--- src/design/mtc_fifo.sv ---
// ----------------------------------------------------------------------------
// mtc_fifo: small register queue
// Fall-through read of the oldest entry; push and pop in the same cycle allowed.
// ----------------------------------------------------------------------------
module mtc_fifo #(
    parameter int WIDTH = 8,
    parameter int DEPTH = 4
) (
    input  logic             i_clk,
    input  logic             i_rst_n,
    input  logic             i_push,
    input  logic [WIDTH-1:0] i_data,
    output logic             o_full,
    input  logic             i_pop,
    output logic [WIDTH-1:0] o_data,
    output logic             o_empty
);

    localparam int PTR_W = $clog2(DEPTH);
    localparam int CNT_W = $clog2(DEPTH + 1);

    logic [WIDTH-1:0] r_mem [0:DEPTH-1];
    logic [PTR_W-1:0] r_wr_ptr;
    logic [PTR_W-1:0] r_rd_ptr;
    logic [CNT_W-1:0] r_count;
    logic             w_do_push;
    logic             w_do_pop;

    // status
    assign o_full    = (r_count == CNT_W'(DEPTH));
    assign o_empty   = (r_count == '0);
    assign o_data    = r_mem[r_rd_ptr];
    assign w_do_push = i_push && !o_full;
    assign w_do_pop  = i_pop && !o_empty;

    // pointers and fill count
    always_ff @(posedge i_clk) begin
        if (!i_rst_n) begin
            r_wr_ptr <= '0;
            r_rd_ptr <= '0;
            r_count  <= '0;
        end else begin
            if (w_do_push) begin
                r_wr_ptr <= PTR_W'(r_wr_ptr + 1'b1);
            end
            if (w_do_pop) begin
                r_rd_ptr <= PTR_W'(r_rd_ptr + 1'b1);
            end
            if (w_do_push && !w_do_pop) begin
                r_count <= CNT_W'(r_count + 1'b1);
            end else if (w_do_pop && !w_do_push) begin
                r_count <= CNT_W'(r_count - 1'b1);
            end
        end
    end

    // storage
    always_ff @(posedge i_clk) begin
        if (w_do_push) begin
            r_mem[r_wr_ptr] <= i_data;
        end
    end

endmodule

--- config.mk ---
export PLATFORM = sky130hd
export DESIGN_NAME = mtc_fifo
export DESIGN_NICKNAME = d
export VERILOG_FILES = /design/src/design/mtc_fifo.sv
export SDC_FILE = /design/constraint.sdc
export NUM_CORES = 1
export LEC_CHECK = 0
export BUFFER_PORTS_ARGS = -buffer_cell sky130_fd_sc_hd__buf_2
export CAP_MARGIN = 20
export CORE_MARGIN = 1.5
export CORE_UTILIZATION = 40
export DETAILED_ROUTE_END_ITERATION = 10
export PLACE_DENSITY = 0.57
export SETUP_SLACK_MARGIN = 0.3
export SKIP_LAST_GASP = 1
export SLEW_MARGIN = 40
export SYNTH_ARGS = -nofsm -noshare
export SYNTH_HDL_FRONTEND = slang
export SYNTH_SLANG_ARGS = --single-unit
--- constraint.sdc ---
create_clock -name i_clk -period 2.2 [get_ports i_clk]
set_input_delay 0.11 -clock i_clk [delete_from_list [all_inputs] [get_ports i_clk]]
set_output_delay 0.11 -clock i_clk [all_outputs]
set_load 0.01 [all_outputs]
Word level (Yosys, flattened, before mapping)
Memory sizes are Yosys's and may differ from the RTL's. A register that Yosys moved wholly into a read port is not among the register bits.
Cells that the tools add are included.
{"block": "totals", "reg_bits": 7, "ramBits": 32, "elab_cells": 25, "n_memories": 1}
{"name": "r_mem", "words": 4, "word_bits": 8, "rd": 1, "rd_ports_with_merged_regs": 1, "wr": 1, "line_no": "22", "source": "logic [WIDTH-1:0] r_mem [0:DEPTH-1];"}
{"block": "classes", "add_sub_neg": 4, "n_eq_ne": 1, "n_mux": 6, "reduce_logical": 10}
{"operator": "2-to-1 mux 3 bit", "n": 2}
{"operator": "adder 2 x 1 -> 2 bit, second input constant", "n": 2}
{"operator": "logical AND 1 bit", "n": 4}
{"operator": "logical NOT 1 bit", "n": 4}
{"operator": "2-to-1 mux 2 bit", "n": 2}
{"operator": "adder 3 x 1 -> 3 bit, second input constant", "n": 1}
{"operator": "equality test 3 bit, second input constant", "n": 1}
{"operator": "logical NOT 3 bit", "n": 1}
{"operator": "subtractor 3 x 1 -> 3 bit, second input constant", "n": 1}
{"operator": "2-to-1 mux 1 bit", "n": 2}
{"operator": "nonzero test 2 bit", "n": 1}

Logic depth before layout (Yosys ltp)
{"block": "depth", "depth_word": 7, "ltp_mapped": 9}

Worst setup path before layout
Ideal clock, no wire load.
{"block": "synth_path", "path_kind": "reg2reg", "start": "register r_count[0]", "end": "register r_count[2]", "setup_time_ps": 70, "arrival_time_ps": 1966, "slack_ps": 164, "stages_incl_launch_ff": 10, "n_path_buf": 1, "period_less_slack_ps": 2036, "cell_sequence": "dfxtp_1 nor3b_2 nor2b_1 buf_6 ha_1 inv_1 fa_1 xor2_1 or3_1 a21boi_1"}
{"block": "synth_between", "elab_chain_cells": 6, "elab_cells_between_ends": 15, "classes_between": "2 x add/sub; 1 x eq/ne; 2 x mux; 10 x reduce/logical"}
{"item": "from (decl)", "line_no": "25", "source": "logic [CNT_W-1:0] r_count;"}
{"item": "from (signal assigned)", "line_no": "50", "source": "r_count <= CNT_W'(r_count + 1'b1);"}
{"item": "from (signal assigned)", "line_no": "52", "source": "r_count <= CNT_W'(r_count - 1'b1);"}
{"item": "equality test 3 bit *", "line_no": "30", "source": "assign o_full = (r_count == CNT_W'(DEPTH));"}
{"item": "net o_full", "line_no": "13", "source": "output logic o_full,"}
{"item": "logical NOT 1 bit *", "line_no": "33", "source": "assign w_do_push = i_push && !o_full;"}
{"item": "logical AND 1 bit *", "line_no": "33"}
{"item": "net w_do_push", "line_no": "26", "source": "logic w_do_push;"}
{"item": "logical NOT 1 bit", "line_no": "51", "source": "end else if (w_do_pop && !w_do_push) begin"}
{"item": "logical AND 1 bit", "line_no": "51"}
{"item": "nonzero test 2 bit (no source line)"}
Mark *: on every way through the listed nets, which the timed path passes. The rest lies on a longest branch. The select of a mux whose other input is x is not followed.
A chain may end at the register's enable or synchronous reset.

Final worst setup path
{"block": "layout_path", "start": "register r_count[2]", "end": "register r_count[2]"}
{"block": "layout_between", "elab_chain_cells": 6, "elab_cells_between_ends": 15, "classes_between": "2 x add/sub; 1 x eq/ne; 2 x mux; 10 x reduce/logical"}
{"item": "branches (longest 6 deep; another with subtractor 3 x 1 -> 3 bit)"}
Parallel ways; which one is timed is not known. The select of a mux whose other input is x is not followed.

==> qor.csv <==
stage,metric,value,unit
outcome,status,finished clean,
sta,period utilization,0.831,
setup_path,worst reg2reg startpoint,r_count[2],
global_routing,initial antenna violation count,0,
detailed_routing,Routed WL,2460,um
logic_synthesis,Synth Area per Inst,18.2,um^2
detailed_routing,vias per cell,4.83,
detailed_routing,initial DRC count,31,
sta,RSZ-0062 raised after global routing,true,
clocking,# clock sinks,41,
final_layout,fill cell count,343,
logic_synthesis,Synth Instances,90,
setup_path,WP data required,2.41,ns
hold_path,Hold Startpoint,i_data[4],
logic_synthesis,Yosys reg bits,41,
clocking,clock slew at reported path FFs,0.07,ns
global_routing,largest net degree at the start of global routing,14,
setup_path,crit end category,flop,
hold_path,hold path endpoint,r_mem[2][4],
final_layout,sequential cell area,1150,um^2
clocking,"Clk Latency, worst-skew pair",0.28,ns
global_routing,GRT Overall Usage,0.129,
logic_synthesis,post-synthesis sequential area ratio,0.696,
detailed_routing,"antenna viol nets, final",0,
power,Leak,0.719,nW
sta,Fmax,547,MHz
detailed_routing,# DRC,0,
clocking,Max clock buf depth,2,
detailed_routing,vias,826,
placed_design,Post-DP HPWL,1680,um
final_layout,share of layout cells above drive strength 1,0.421,
power,PwrDens,1140,nW/um^2
power,maximum VDD drop,531,uV
power,Final Total Pwr,2.26,mW
placed_design,area of placed instances,1820,um^2
global_routing,first-pass GRT wire length,4130,um
hold_path,worst min path class,in2reg,
global_routing,vias in the first global route,855,
run,Max-Cap Viols,0,
sta,Final Setup Violations,0,
setup_path,Setup crit start kind,flop,
setup_path,R2R depth,7,
die,core area,3970,um^2
logic_synthesis,Post-Syn Area,1640,um^2
die,row cnt,23,
final_layout,area delta synth->final,21.1,%
logic_synthesis,post-synthesis net count,108,
sta,Fin. Hold Viols,0,
sta,setup TNS,0,ns
setup_path,kind of critical path,reg2reg,
sta,"Slew Viols, Final",0,
clocking,H-tree Lvls,2,
die,height of the die,67.0,um
sta,post-layout min period,1.83,ns
sta,worst-margin pin slew,0.443,ns
final_layout,Layout Nets,138,
die,Initial Util,0.413,
clocking,# hold bufs at CTS,0,
final_layout,number of inserted diodes,0,
setup_path,Critical Path AT,2.04,ns
logic_synthesis,yosys warns,0,
detailed_routing,DRT Pass-1 Iters,4,
setup_path,reg-to-reg critical path endpoint,r_count[2],
logic_synthesis,"Distinct cells, synth",23,
setup_path,Critical Path Fanout Max,3,
sta,Clock Skew,0.00602,ns
global_routing,grt ovf,0,
final_layout,area of the multi-input gates,500,um^2
hold_path,Hold Crit Depth,1,
placed_design,RD Place Congestion,0.732,
detailed_routing,DR WL/cell,14.4,um
die,Die ar.,4490,um^2
die,I/O pin count,22,
placed_design,count of input and output buffers,21,
sta,Rel. slew slack,0.705,
final_layout,final instance area,1990,um^2
die,die width,67.0,um
clocking,TritonCTS clock tree,done,
clocking,CTS root buffer,clkbuf_8,
setup_path,r2r setup slk,0.37,ns
clocking,Inserted Clock Buffers,5,
## report_power, final
part,total [mW],internal (mW),switching [mW]
clock,0.575,0.336,0.239
sequential,1.09,0.965,0.121
combinational,0.593,0.346,0.247
## registers in the layout, indices dropped and copies added, names as in the netlist, named ones only
name and flops:
r_count 3, r_wr_ptr 2, r_rd_ptr 2, r_mem 32
## cell families (layout without fill, tap and decap cells)
group | after synthesis | after routing | synth area share
adder cells (fa/ha/maj) | 6 | 6 | 0.0504
AO/OA/AOI/OAI | 4 | 4 | 0.0206
flip-flops | 41 | 41 | 0.696
multiplexers | 11 | 11 | 0.128
AND/OR/NAND/NOR | 17 | 17 | 0.0618
XOR/XNOR | 4 | 4 | 0.0214
buffers and inverters | 7 | 38 | 0.0214
## worst max-delay path, stage by stage (launching register included)
cell	delay, ns
dfxtp_4	0.36
o31ai_4	0.29
ha_4	0.17
inv_1	0.05
fa_2	0.33
xor2_1	0.15
or3_1	0.30
a21boi_1	0.11
## stage by stage
step	cells	hold WS, ns	worst slack [ns]	util
2_1_floorplan	90	0.209	0.312	-
3_3_place_gp	158	0.320	0.269	0.457
3_5_place_dp	158	0.330	0.234	0.457
4_1_cts	168	0.0286	0.301	0.492
5_1_grt	171	0.0278	0.232	0.500
6_report	171	0.0322	0.373	0.500
## routing by layer
layer,global-route usage,share of wire
met4,0.0434,0.013
met2,0.197,0.46
met1,0.170,0.47
met3,0.0490,0.054
met5,0,0
## cells in the final DEF, fill, tap and decap left out
cell type and count:
buf_4 6, inv_1 3, edfxtp_1 32, and2_1 8, fa_2 1, clkinv_2 1
nor2b_4 1, mux4_2 8, clkbuf_8 5, dfxtp_1 5, bufinv_16 1, mux2i_1 3
a21boi_1 1, buf_2 21, clkbuf_1 1, dfxtp_4 3, ha_4 1, nor3b_4 1
dfxtp_2 1, xnor2_1 3, nor3_1 1, o31ai_4 1, xor2_1 1, o311ai_1 1
or3_1 1, nor2b_1 1, o21ai_0 1, nand2_1 4, ha_1 4
## cells in the mapped netlist
library cell	number	area (um^2)
inv_1	3	11.3
ha_1	5	62.6
buf_1	1	3.75
nor3b_2	1	12.5
xnor2_1	3	26.3
nor3_1	1	5.00
mux4_2	8	180
fa_1	1	20.0
mux2i_1	3	30.0
clkbuf_1	1	3.75
and2_1	8	50.1
dfxtp_1	9	180
o21ai_0	1	5.00
edfxtp_1	32	961
buf_2	1	5.00
nand2_1	4	15.0
nor2b_1	2	12.5
a21boi_1	1	7.51
or3_1	1	6.26
o311ai_1	1	8.76
buf_6	1	11.3
xor2_1	1	8.76
o31ai_2	1	12.5
## worst max path at each step
stage	start	to	slack (ns)	cells after the start
finish	r_count[2]	r_count[2]	0.37	7
global route	r_count[2]	r_count[2]	0.23	7
CTS	r_count[1]	r_count[2]	0.30	8
detailed placement	r_count[1]	r_count[2]	0.23	7
global placement	r_count[1]	r_count[2]	0.27	7
floorplan	r_count[1]	r_count[2]	0.31	7
## area by class of cell
class,count,area share
Timing Repair Buffer,27,0.0756
Multi-Input combinational cell,42,0.252
Clock buffer,6,0.0365
Sequential cell,41,0.581
Tap cell,50,0.0315
Inverter,3,0.00567
Clock inverter,2,0.0176
## repair_timing
item | CTS | global route
endpoints found under the setup margin | 1 | 7
resized for setup | 4 | 3
buffers inserted | 2 | 3
pin swaps | 1 | 2
Note: power is estimated with default switching activity, not from simulation.
