$ cat src/design/mtc_pkg.sv
// ----------------------------------------------------------------------------
// mtc_pkg: shared types and codes of the Markov transition counter
// Command codes, register indexes, internal op codes and back-end states.
// ----------------------------------------------------------------------------
package mtc_pkg;

    // command field
    localparam int CMD_W = 2;

    typedef enum logic [CMD_W-1:0] {
        CMD_CLEAR      = 2'd0,
        CMD_SYMBOL     = 2'd1,
        CMD_READ_TRANS = 2'd2,
        CMD_READ_INIT  = 2'd3
    } t_cmd;

    // configuration port
    localparam int CFG_IDX_W  = 2;
    localparam int CFG_DATA_W = 4;
    localparam int SC_W       = 4;
    localparam int MO_W       = 2;

    typedef enum logic [CFG_IDX_W-1:0] {
        CFG_STATE_COUNT      = 2'd0,
        CFG_MODEL_ORDER      = 2'd1,
        CFG_COUNT_FROM_START = 2'd2
    } t_cfg_idx;

    localparam logic [SC_W-1:0] SC_RESET  = 4'd2;
    localparam logic [MO_W-1:0] MO_RESET  = 2'd1;
    localparam logic            CFS_RESET = 1'b1;

    // work handed from front end to back end
    typedef enum logic [2:0] {
        OP_CLEAR      = 3'd0,
        OP_BUMP_TRANS = 3'd1,
        OP_BUMP_INIT  = 3'd2,
        OP_READ_TRANS = 3'd3,
        OP_READ_INIT  = 3'd4
    } t_op_kind;

    typedef struct packed {
        t_op_kind kind;
        logic     in_range;
    } t_op_ctl;

    // back-end sequencer
    typedef enum logic [2:0] {
        S_IDLE  = 3'b001,
        S_WAIT  = 3'b010,
        S_SWEEP = 3'b100
    } t_back_state;

endpackage

$ cat src/design/mtc_front.sv
// ----------------------------------------------------------------------------
// mtc_front: command intake and classification
// Holds configuration and the context history, computes the table address of
// each symbol and queues one op per item that touches the tables.
// ----------------------------------------------------------------------------
module mtc_front
    import mtc_pkg::*;
#(
    parameter int MAX_STATES = 8,
    parameter int MAX_ORDER  = 3
) (
    input  logic                                   i_clk,
    input  logic                                   i_rst_n,
    input  logic                                   i_cfg_we,
    input  logic [CFG_IDX_W-1:0]                   i_cfg_idx,
    input  logic [CFG_DATA_W-1:0]                  i_cfg_data,
    input  logic                                   i_push,
    output logic                                   o_full,
    input  logic [CMD_W-1:0]                       i_cmd,
    input  logic [$clog2(MAX_STATES)-1:0]          i_state_value,
    input  logic                                   i_seq_start,
    input  logic [$clog2(MAX_STATES)*MAX_ORDER-1:0] i_read_row,
    input  logic [$clog2(MAX_STATES)-1:0]          i_read_col,
    input  logic                                   i_init_busy,
    input  logic                                   i_q_full,
    output logic                                   o_q_push,
    output t_op_ctl                                o_q_ctl,
    output logic [$clog2(MAX_STATES)*(MAX_ORDER+1)-1:0] o_q_addr
);

    localparam int SYM_W  = $clog2(MAX_STATES);
    localparam int ROW_W  = SYM_W * MAX_ORDER;
    localparam int ADDR_W = ROW_W + SYM_W;
    localparam int POW_W  = ROW_W + 1;
    localparam int NUM_W  = $clog2(MAX_STATES + 1);
    localparam int ORD_W  = $clog2(MAX_ORDER + 1);

    logic [SC_W-1:0]  r_state_count;
    logic [MO_W-1:0]  r_model_order;
    logic             r_count_from_start;
    logic [ORD_W-1:0] r_settle;
    logic [SYM_W-1:0] r_hist [0:MAX_ORDER-1];
    logic [ORD_W-1:0] r_seen;
    logic [POW_W-1:0] r_pow  [1:MAX_ORDER];

    logic [NUM_W-1:0] w_n;
    logic [ORD_W-1:0] w_o;
    logic [POW_W-1:0] w_pow    [0:MAX_ORDER];
    logic [POW_W-1:0] w_weight [0:MAX_ORDER-1];
    logic [POW_W-1:0] w_rows;
    logic [POW_W-1:0] w_row;
    logic             w_accept;
    logic             w_sym_ok;
    logic             w_counting;

    // effective state count and order
    always_comb begin
        if (r_state_count < 4'd2) begin
            w_n = NUM_W'(2);
        end else if (int'(r_state_count) > MAX_STATES) begin
            w_n = NUM_W'(MAX_STATES);
        end else begin
            w_n = NUM_W'(r_state_count);
        end
        if (r_model_order == '0) begin
            w_o = ORD_W'(1);
        end else if (int'(r_model_order) > MAX_ORDER) begin
            w_o = ORD_W'(MAX_ORDER);
        end else begin
            w_o = ORD_W'(r_model_order);
        end
    end

    // powers of the state count, one multiply per register
    always_ff @(posedge i_clk) begin
        r_pow[1] <= POW_W'(w_n);
        for (int e = 2; e <= MAX_ORDER; e++) begin
            r_pow[e] <= POW_W'(r_pow[e-1] * POW_W'(w_n));
        end
    end

    // place weights of the history and number of rows in use
    always_comb begin
        w_pow[0] = POW_W'(1);
        for (int e = 1; e <= MAX_ORDER; e++) begin
            w_pow[e] = r_pow[e];
        end
        w_rows = '0;
        for (int e = 1; e <= MAX_ORDER; e++) begin
            if (int'(w_o) == e) begin
                w_rows = w_pow[e];
            end
        end
        for (int k = 0; k < MAX_ORDER; k++) begin
            w_weight[k] = '0;
            for (int e = 0; e < MAX_ORDER; e++) begin
                if (int'(w_o) == k + 1 + e) begin
                    w_weight[k] = w_pow[e];
                end
            end
        end
    end

    // context row of the current history
    always_comb begin
        w_row = '0;
        for (int k = 0; k < MAX_ORDER; k++) begin
            w_row = POW_W'(w_row + POW_W'(POW_W'(r_hist[k]) * w_weight[k]));
        end
    end

    // intake
    assign o_full     = i_q_full || (r_settle != '0) || i_init_busy;
    assign w_accept   = i_push && !o_full;
    assign w_sym_ok   = int'(i_state_value) < int'(w_n);
    assign w_counting = r_count_from_start || (int'(r_seen) >= int'(w_o));

    // classification into back-end ops
    always_comb begin
        o_q_push         = 1'b0;
        o_q_ctl.kind     = OP_CLEAR;
        o_q_ctl.in_range = 1'b0;
        o_q_addr         = '0;
        case (t_cmd'(i_cmd))
            CMD_CLEAR: begin
                o_q_push = w_accept;
            end
            CMD_SYMBOL: begin
                if (i_seq_start) begin
                    o_q_push     = w_accept && w_sym_ok;
                    o_q_ctl.kind = OP_BUMP_INIT;
                    o_q_addr     = ADDR_W'(i_state_value);
                end else begin
                    o_q_push     = w_accept && w_sym_ok && w_counting && (w_row < w_rows);
                    o_q_ctl.kind = OP_BUMP_TRANS;
                    o_q_addr     = {w_row[ROW_W-1:0], i_state_value};
                end
                o_q_ctl.in_range = 1'b1;
            end
            CMD_READ_TRANS: begin
                o_q_push         = w_accept;
                o_q_ctl.kind     = OP_READ_TRANS;
                o_q_ctl.in_range = (POW_W'(i_read_row) < w_rows)
                                   && (int'(i_read_col) < int'(w_n));
                o_q_addr         = {i_read_row, i_read_col};
            end
            CMD_READ_INIT: begin
                o_q_push         = w_accept;
                o_q_ctl.kind     = OP_READ_INIT;
                o_q_ctl.in_range = int'(i_read_col) < int'(w_n);
                o_q_addr         = ADDR_W'(i_read_col);
            end
            default: begin
                o_q_push = 1'b0;
            end
        endcase
    end

    // configuration, settle timer, history and sequence position
    always_ff @(posedge i_clk) begin
        if (!i_rst_n) begin
            r_state_count      <= SC_RESET;
            r_model_order      <= MO_RESET;
            r_count_from_start <= CFS_RESET;
            r_settle           <= ORD_W'(MAX_ORDER);
            r_seen             <= '0;
            for (int k = 0; k < MAX_ORDER; k++) begin
                r_hist[k] <= '0;
            end
        end else begin
            if (i_cfg_we) begin
                r_settle <= ORD_W'(MAX_ORDER);
                case (t_cfg_idx'(i_cfg_idx))
                    CFG_STATE_COUNT:      r_state_count      <= i_cfg_data[SC_W-1:0];
                    CFG_MODEL_ORDER:      r_model_order      <= i_cfg_data[MO_W-1:0];
                    CFG_COUNT_FROM_START: r_count_from_start <= i_cfg_data[0];
                    default: ;
                endcase
            end else if (r_settle != '0) begin
                r_settle <= ORD_W'(r_settle - 1'b1);
            end
            if (w_accept && (t_cmd'(i_cmd) == CMD_SYMBOL) && w_sym_ok) begin
                if (i_seq_start) begin
                    // new sequence: history filled with its first state
                    for (int k = 0; k < MAX_ORDER; k++) begin
                        r_hist[k] <= i_state_value;
                    end
                    r_seen <= ORD_W'(1);
                end else begin
                    for (int k = 1; k < MAX_ORDER; k++) begin
                        r_hist[k] <= r_hist[k-1];
                    end
                    r_hist[0] <= i_state_value;
                    if (int'(r_seen) < MAX_ORDER) begin
                        r_seen <= ORD_W'(r_seen + 1'b1);
                    end
                end
            end
        end
    end

endmodule

$ cat config.mk
export PLATFORM = sky130hd
export DESIGN_NAME = mtc_front
export DESIGN_NICKNAME = d
export VERILOG_FILES = /design/src/design/mtc_pkg.sv /design/src/design/mtc_front.sv
export SDC_FILE = /design/constraint.sdc
export NUM_CORES = 1
export LEC_CHECK = 0
export BUFFER_PORTS_ARGS = -buffer_cell sky130_fd_sc_hd__buf_2
export CAP_MARGIN = 30
export CORE_MARGIN = 2
export CORE_UTILIZATION = 35
export CTS_CLUSTER_SIZE = 28
export DETAILED_ROUTE_END_ITERATION = 8
export SLEW_MARGIN = 20
export SYNTH_ARGS = -nofsm -noshare
export SYNTH_HDL_FRONTEND = slang
export SYNTH_SLANG_ARGS = --single-unit
$ cat constraint.sdc
create_clock -name i_clk -period 5.9 [get_ports i_clk]
set_input_delay 0 -clock i_clk [delete_from_list [all_inputs] [get_ports i_clk]]
set_output_delay 0 -clock i_clk [all_outputs]
set_load 0.03 [all_outputs]
After elaboration in Yosys (flattened, before gate mapping)
Memory sizes are Yosys's and may differ from the RTL's.
Index checks and enable logic that the tools add are counted.
Widths: inputs -> output; s select.
{"block": "classes", "addsub": 4, "multipliers": 5, "n_lt_le_gt_ge": 8, "n_eq_ne": 8, "muxes": 35, "n_bitwise": 7, "n_reduce_logical": 22}
{"operator": "$mux 10", "count": 6}
{"operator": "$pmux 12 s3", "count": 1}
{"operator": "$mul 3x10->10", "count": 3}
{"operator": "$add 10x10->10", "count": 2}
{"operator": "$mul 10x4->10", "count": 2}
{"operator": "$mux 3", "count": 6}
{"operator": "$mux 1", "count": 13}
{"operator": "$mux 12", "count": 1}
{"operator": "$pmux 4 s3", "count": 1}
{"operator": "$eq 2x2->1 const B", "count": 5}
{"operator": "$lt 10x10->1", "count": 1}
{"operator": "$lt 9x10->1", "count": 1}
{"operator": "$lt 3x4->1", "count": 2}
{"operator": "$mux 2", "count": 4}
{"operator": "$mux 4", "count": 2}
{"operator": "$reduce_and 2->1", "count": 4}
{"operator": "$logic_and 1x1->1", "count": 7}
{"operator": "$eq 2x1->1 const B", "count": 3}
{"operator": "$logic_not 2->1", "count": 3}
{"operator": "$or 1x1->1", "count": 6}
{"operator": "$gt 4x4->1 const B", "count": 1}
{"operator": "$lt 4x2->1 const B", "count": 1}
{"operator": "$reduce_bool 2->1", "count": 2}
{"operator": "$logic_or 1x1->1", "count": 3}
{"operator": "9 further kinds", "count": 9}
{"block": "totals", "reg_bits": 11, "ramBits": 39, "input_bits": 30, "output_inout_bits": 18, "elab_cells": 96, "n_memories": 2}
{"name": "r_pow", "depth": 3, "word_bits": 10, "rd": 3, "rd_ports_with_merged_regs": 0, "write_ports": 3, "line_no": "mtc_front.sv:44", "rtl": "logic [POW_W-1:0] r_pow [1:MAX_ORDER];"}
{"name": "r_hist", "depth": 3, "word_bits": 3, "rd": 3, "rd_ports_with_merged_regs": 0, "write_ports": 3, "line_no": "mtc_front.sv:42", "rtl": "logic [SYM_W-1:0] r_hist [0:MAX_ORDER-1];"}

Depth between registers and ports, before layout
{"block": "depth", "word_depth": 13, "depth_mapped": 25, "depth_no_buf": 23}

Least setup slack after synthesis
Ideal clock, no wire load.
{"block": "synth_path", "path_type": "flip-flop to output port", "from": "register r_model_order[0]", "to": "output o_q_push", "arrival_time_ns": 6.091, "t_required_ns": 5.900, "setup_slack_ns": -0.191, "stages_incl_launch_ff": 23, "n_path_buf": 3, "cell_sequence": "dfxtp_1 buf_2 and2_1 clkbuf_1 clkbuf_1 nand3_1 fa_1 fa_1 fa_1 inv_1 fa_1 fa_1 a21oi_1 nor2b_1 a311o_1 o31ai_1 xnor2_1 ha_1 a21oi_1 o21ai_0 a211oi_1 a21oi_1 o21ai_0"}
{"block": "synth_via", "elab_chain_len": 13, "word_cells_on_any_way": 26, "cone_classes": "2 x add/sub; 3 x mul; 2 x order compare; 3 x eq/ne; 12 x mux; 4 x reduce/logical"}
{"element": "from (decl)", "line_no": "mtc_front.sv:39", "rtl": "logic [MO_W-1:0] r_model_order;"}
{"element": "from (signal assigned)", "line_no": "mtc_front.sv:175", "rtl": "CFG_MODEL_ORDER: r_model_order <= i_cfg_data[MO_W-1:0];"}
{"element": "$logic_not 2->1", "line_no": "mtc_front.sv:65", "rtl": "if (r_model_order == '0) begin"}
{"element": "$mux 2 (*)", "line_no": "mtc_front.sv:65"}
{"element": "$eq 2x2->1", "line_no": "mtc_front.sv:90, mtc_front.sv:97"}
{"element": "$mux 1", "line_no": "mtc_front.sv:97", "rtl": "if (int'(w_o) == k + 1 + e) begin"}
{"element": "$mux 10 (2 in series)", "line_no": "mtc_front.sv:97"}
{"element": "$mul 3x10->10", "line_no": "mtc_front.sv:108", "rtl": "w_row = POW_W'(w_row + POW_W'(POW_W'(r_hist[k]) * w_weight[k]));"}
{"element": "$add 10x10->10 (2 in series)", "line_no": "mtc_front.sv:108"}
{"element": "$lt 10x10->1", "line_no": "mtc_front.sv:134", "rtl": "o_q_push = w_accept && w_sym_ok && w_counting && (w_row < w_rows);"}
{"element": "$logic_and 1x1->1 (*)", "line_no": "mtc_front.sv:134"}
{"element": "$mux 1 (*)", "line_no": "mtc_front.sv:129", "rtl": "if (i_seq_start) begin"}
{"element": "$pmux 1 s2 (*)", "line_no": "mtc_front.sv:124", "rtl": "case (t_cmd'(i_cmd))"}
{"element": "to (decl)", "line_no": "mtc_front.sv:26", "rtl": "output logic o_q_push,"}
Mark *: on every way between the ends. The rest lies on a longest branch, timed or not.

Worst setup path in the final report
Same ends and word-level chain as after synthesis.

==> out/qor.csv <==
metric,value,unit
grt ovf,0,
Yosys warnings,0,
Initial Util,36.00,%
Via-to-Cell Ratio,4.994,
crit-path max FO,7,
critical path type,register to primary output,
Initial DRT Pass Iterations,4,
Max clock buf depth,2,
antenna-violating nets left,0,
worst reg-to-reg setup slack,1.94,ns
status,completed,
final hold slack,0.008334,ns
unrepaired setup endpoints after global routing,yes,
crit path launch type,register,
ys flop type,dfxtp_1,
final design utilization,41.78,%
largest net degree at the start of global routing,20,
Initial DRC Count,253,
slew margin rel.,49.60,%
sequential share of the synthesized area,19.87,%
Post-synth EDFFs,9,
Port Buffers,47,
Critical Path Most Common Cell,fa_1,
Layout Nets,742,
I/O pins,48,
standby leakage power,2.917,nW
Inserted Diodes,0,
reg2reg start,r_state_count[3]$_SDFFE_PN0P_,
Setup TNS Final,0,ns
Worst Hold Class,input port to register,
crit path time final,5.706,ns
Layout Skew,0.006189,ns
Post-Syn Instances,546,
Total Power,0.7663,mW
Least-Margin Pin Slew,0.7550,ns
CTS tree,yes,
worst path required time,5.90,ns
die height,120.9,microns
mapped cell area,4786,sq um
final setup vio count,0,
dpl cell area,5254,sq um
max-slew violation count,0,
Worst Setup End Kind,primary output,
first-pass GRT wire length,18400,microns
syn nets,684,
FF-to-FF path depth,12,
power density over cell area,137.9,nW/um^2
Synth cell types,49,
area of the multi-input gates,3578,sq um
worst-skew pair later-pin latency,0.28,ns
die area,14630,sq um
worst r2r dst,r_pow[0][38]$_DFF_P_,
"Slowest-stage cell, CP",fa_1,
Final Instance Area,5555,sq um
Yosys reg bits,43,
Worst EP arrival,5.71,ns
Fmax,175.3,MHz
Post-route DRC,0,
crit path to,o_q_push,
clk root buf,clkbuf_16,
Hold Fails Final Rpt,0,
Clock Pin Slew Worst Setup and Hold Paths,0.06,ns
via count,3900,
Fillers,1338,
Cell Rows,42,
Tcrit/Tclk final,96.71,%
aggregate global-route resource usage,15.61,%
"slowest stage delay, CP",0.51,ns
number of global-route vias before repair,3873,
Worst VDD drop,0.1056,mV
Routed WL,11340,microns
HPWL Detailed,9414,microns
Routability Congestion,0.8775,
htree depth,2,
worst hold start,i_cfg_data[0],
register area,954.7,sq um
CTS Sinks,43,
Die Wd,120.9,microns
share of post-route cells with drive strength above 1,17.02,%
initial antenna violation count,0,
most frequent cells in the layout,"ha_1 (70), nand2_1 (67), inv_1 (63)",
average size of a mapped cell,8.765,sq um
Avg WL per Cell,14.52,microns
max cap viols,0,
CP Cell Sequence,mux2i_1 -> nand2_1 -> and2_4 -> fa_1 -> inv_2 -> fa_1 -> fa_1 -> inv_2 -> fa_1 -> fa_2 -> a21oi_2 -> nor2b_1 -> a311o_1 -> o31ai_2 -> xnor2_1 -> ha_1 -> a21oi_2 -> o21ai_2 -> a211oi_2 -> a21oi_2 -> o21ai_1 -> buf_4,
Worst setup startpoint,r_model_order[0]$_SDFFE_PN1P_,
core area,13300,sq um
"leading cell type in the layout, fill and taps excluded",ha_1,
TritonCTS Buffers,5,
Layout area overhead,16.08,%
Post-synth ARST share,0,%
[power by group]
part,internal (mW),switching (mW)
sequential,0.311,0.0115
combinational,0.0618,0.0879
clock,0.180,0.114
[synth_stat cells, types with 2 or more instances]
cell type | count | area (sq um)
a211oi_1 | 4 | 30.03
a21o_1 | 7 | 52.55
a21oi_1 | 27 | 135.1
a22o_1 | 9 | 78.83
and2_1 | 16 | 100.1
and3_1 | 30 | 187.7
buf_2 | 2 | 10.01
clkbuf_1 | 12 | 45.04
dfxtp_1 | 34 | 680.7
edfxtp_1 | 9 | 270.3
fa_1 | 37 | 740.7
ha_1 | 71 | 888.4
inv_1 | 65 | 244.0
mux2_2 | 7 | 78.83
mux2i_1 | 13 | 130.1
nand2_1 | 67 | 251.5
nand2b_1 | 7 | 43.79
nand3_1 | 8 | 40.04
nand3b_1 | 2 | 15.01
nor2_1 | 37 | 138.9
nor2b_1 | 8 | 50.05
o211ai_1 | 5 | 37.54
o21a_1 | 2 | 15.01
o21ai_0 | 16 | 80.08
o21bai_1 | 2 | 15.01
o31ai_1 | 2 | 15.01
or2_2 | 4 | 25.02
xnor2_1 | 13 | 113.9
xor2_1 | 10 | 87.58
[sequential cells by signal, summed over array words and instances, names as in the netlist]
| name | flops |
|---|---|
| r_model_order | 2 |
| r_count_from_start | 1 |
| r_seen | 2 |
| r_pow | 23 |
| r_state_count | 4 |
| r_settle | 2 |
| r_hist | 9 |
[worst max-delay path: cells and delay by family, from the launching register on]
family,cells,cell delay (ns)
adder cells (fa/ha/maj),6,2.64
AO/OA/AOI/OAI,8,1.43
flip-flops,1,0.39
AND/OR/NAND/NOR,3,0.35
buffers and inverters,3,0.26
multiplexers,1,0.19
XOR/XNOR,1,0.16
[logic make-up (layout without fill, tap and decap cells)]
family / after synthesis / count (layout) / share of synthesized area (%)
buffers and inverters: 81 / 140 / 6.562
and+or+nand+nor: 189 / 189 / 19.66
AOI/OAI and AO/OA: 81 / 81 / 10.82
adders and majority gates: 108 / 108 / 34.04
DFF: 43 / 43 / 19.87
xor gates and xnor gates: 24 / 24 / 4.680
muxes: 20 / 20 / 4.366
[cell type report]
type,count,share of cell area [%]
Multi-Input combinational cell,422,64.41
Clock inverter,1,0.1351
Sequential cell,43,17.18
Inverter,65,4.392
Tap cell,176,3.964
Clock buffer,7,2.748
Timing Repair Buffer,67,7.162
[routing by layer]
metal	GRT usage, %	vias to the layer above	routed length (microns)
li1	-	1941	-
met1	21.15	1902	5305
met2	26.83	51	5565
met3	2.021	6	384
met4	2.834	0	85
met5	0	-	0
[metrics by stage]
step / setup WS [ns] / std cells
global placement: 0.1737 / 764
CTS: 0.006903 / 777
detailed placement: 0.06191 / 764
floorplan: 0.03420 / 546
global route: -0.09663 / 781
finish: 0.1942 / 781
[worst min path at each step]
| stage | depth (start not counted) | slack (ns) | endpoint |
|---|---|---|---|
| after floorplan | 1 | 0.06 | r_count_from_start$_SDFFE_PN1P_ |
| after global placement | 2 | 0.23 | r_count_from_start$_SDFFE_PN1P_ |
| after detailed placement | 2 | 0.23 | r_count_from_start$_SDFFE_PN1P_ |
| after CTS | 3 | 0.004 | r_count_from_start$_SDFFE_PN1P_ |
| after global routing | 3 | 0.02 | r_count_from_start$_SDFFE_PN1P_ |
| final | 3 | 0.008 | r_count_from_start$_SDFFE_PN1P_ |
[what timing repair did]
action,CTS,global route
pin swaps,2,16
endpoints found under the hold margin,7,0
buffers inserted,1,4
gates cloned,0,0
setup endpoints to repair,1,1
hold buffers,4,0
gates resized for setup,5,15
Note: power is estimated with default switching activity, not from simulation.
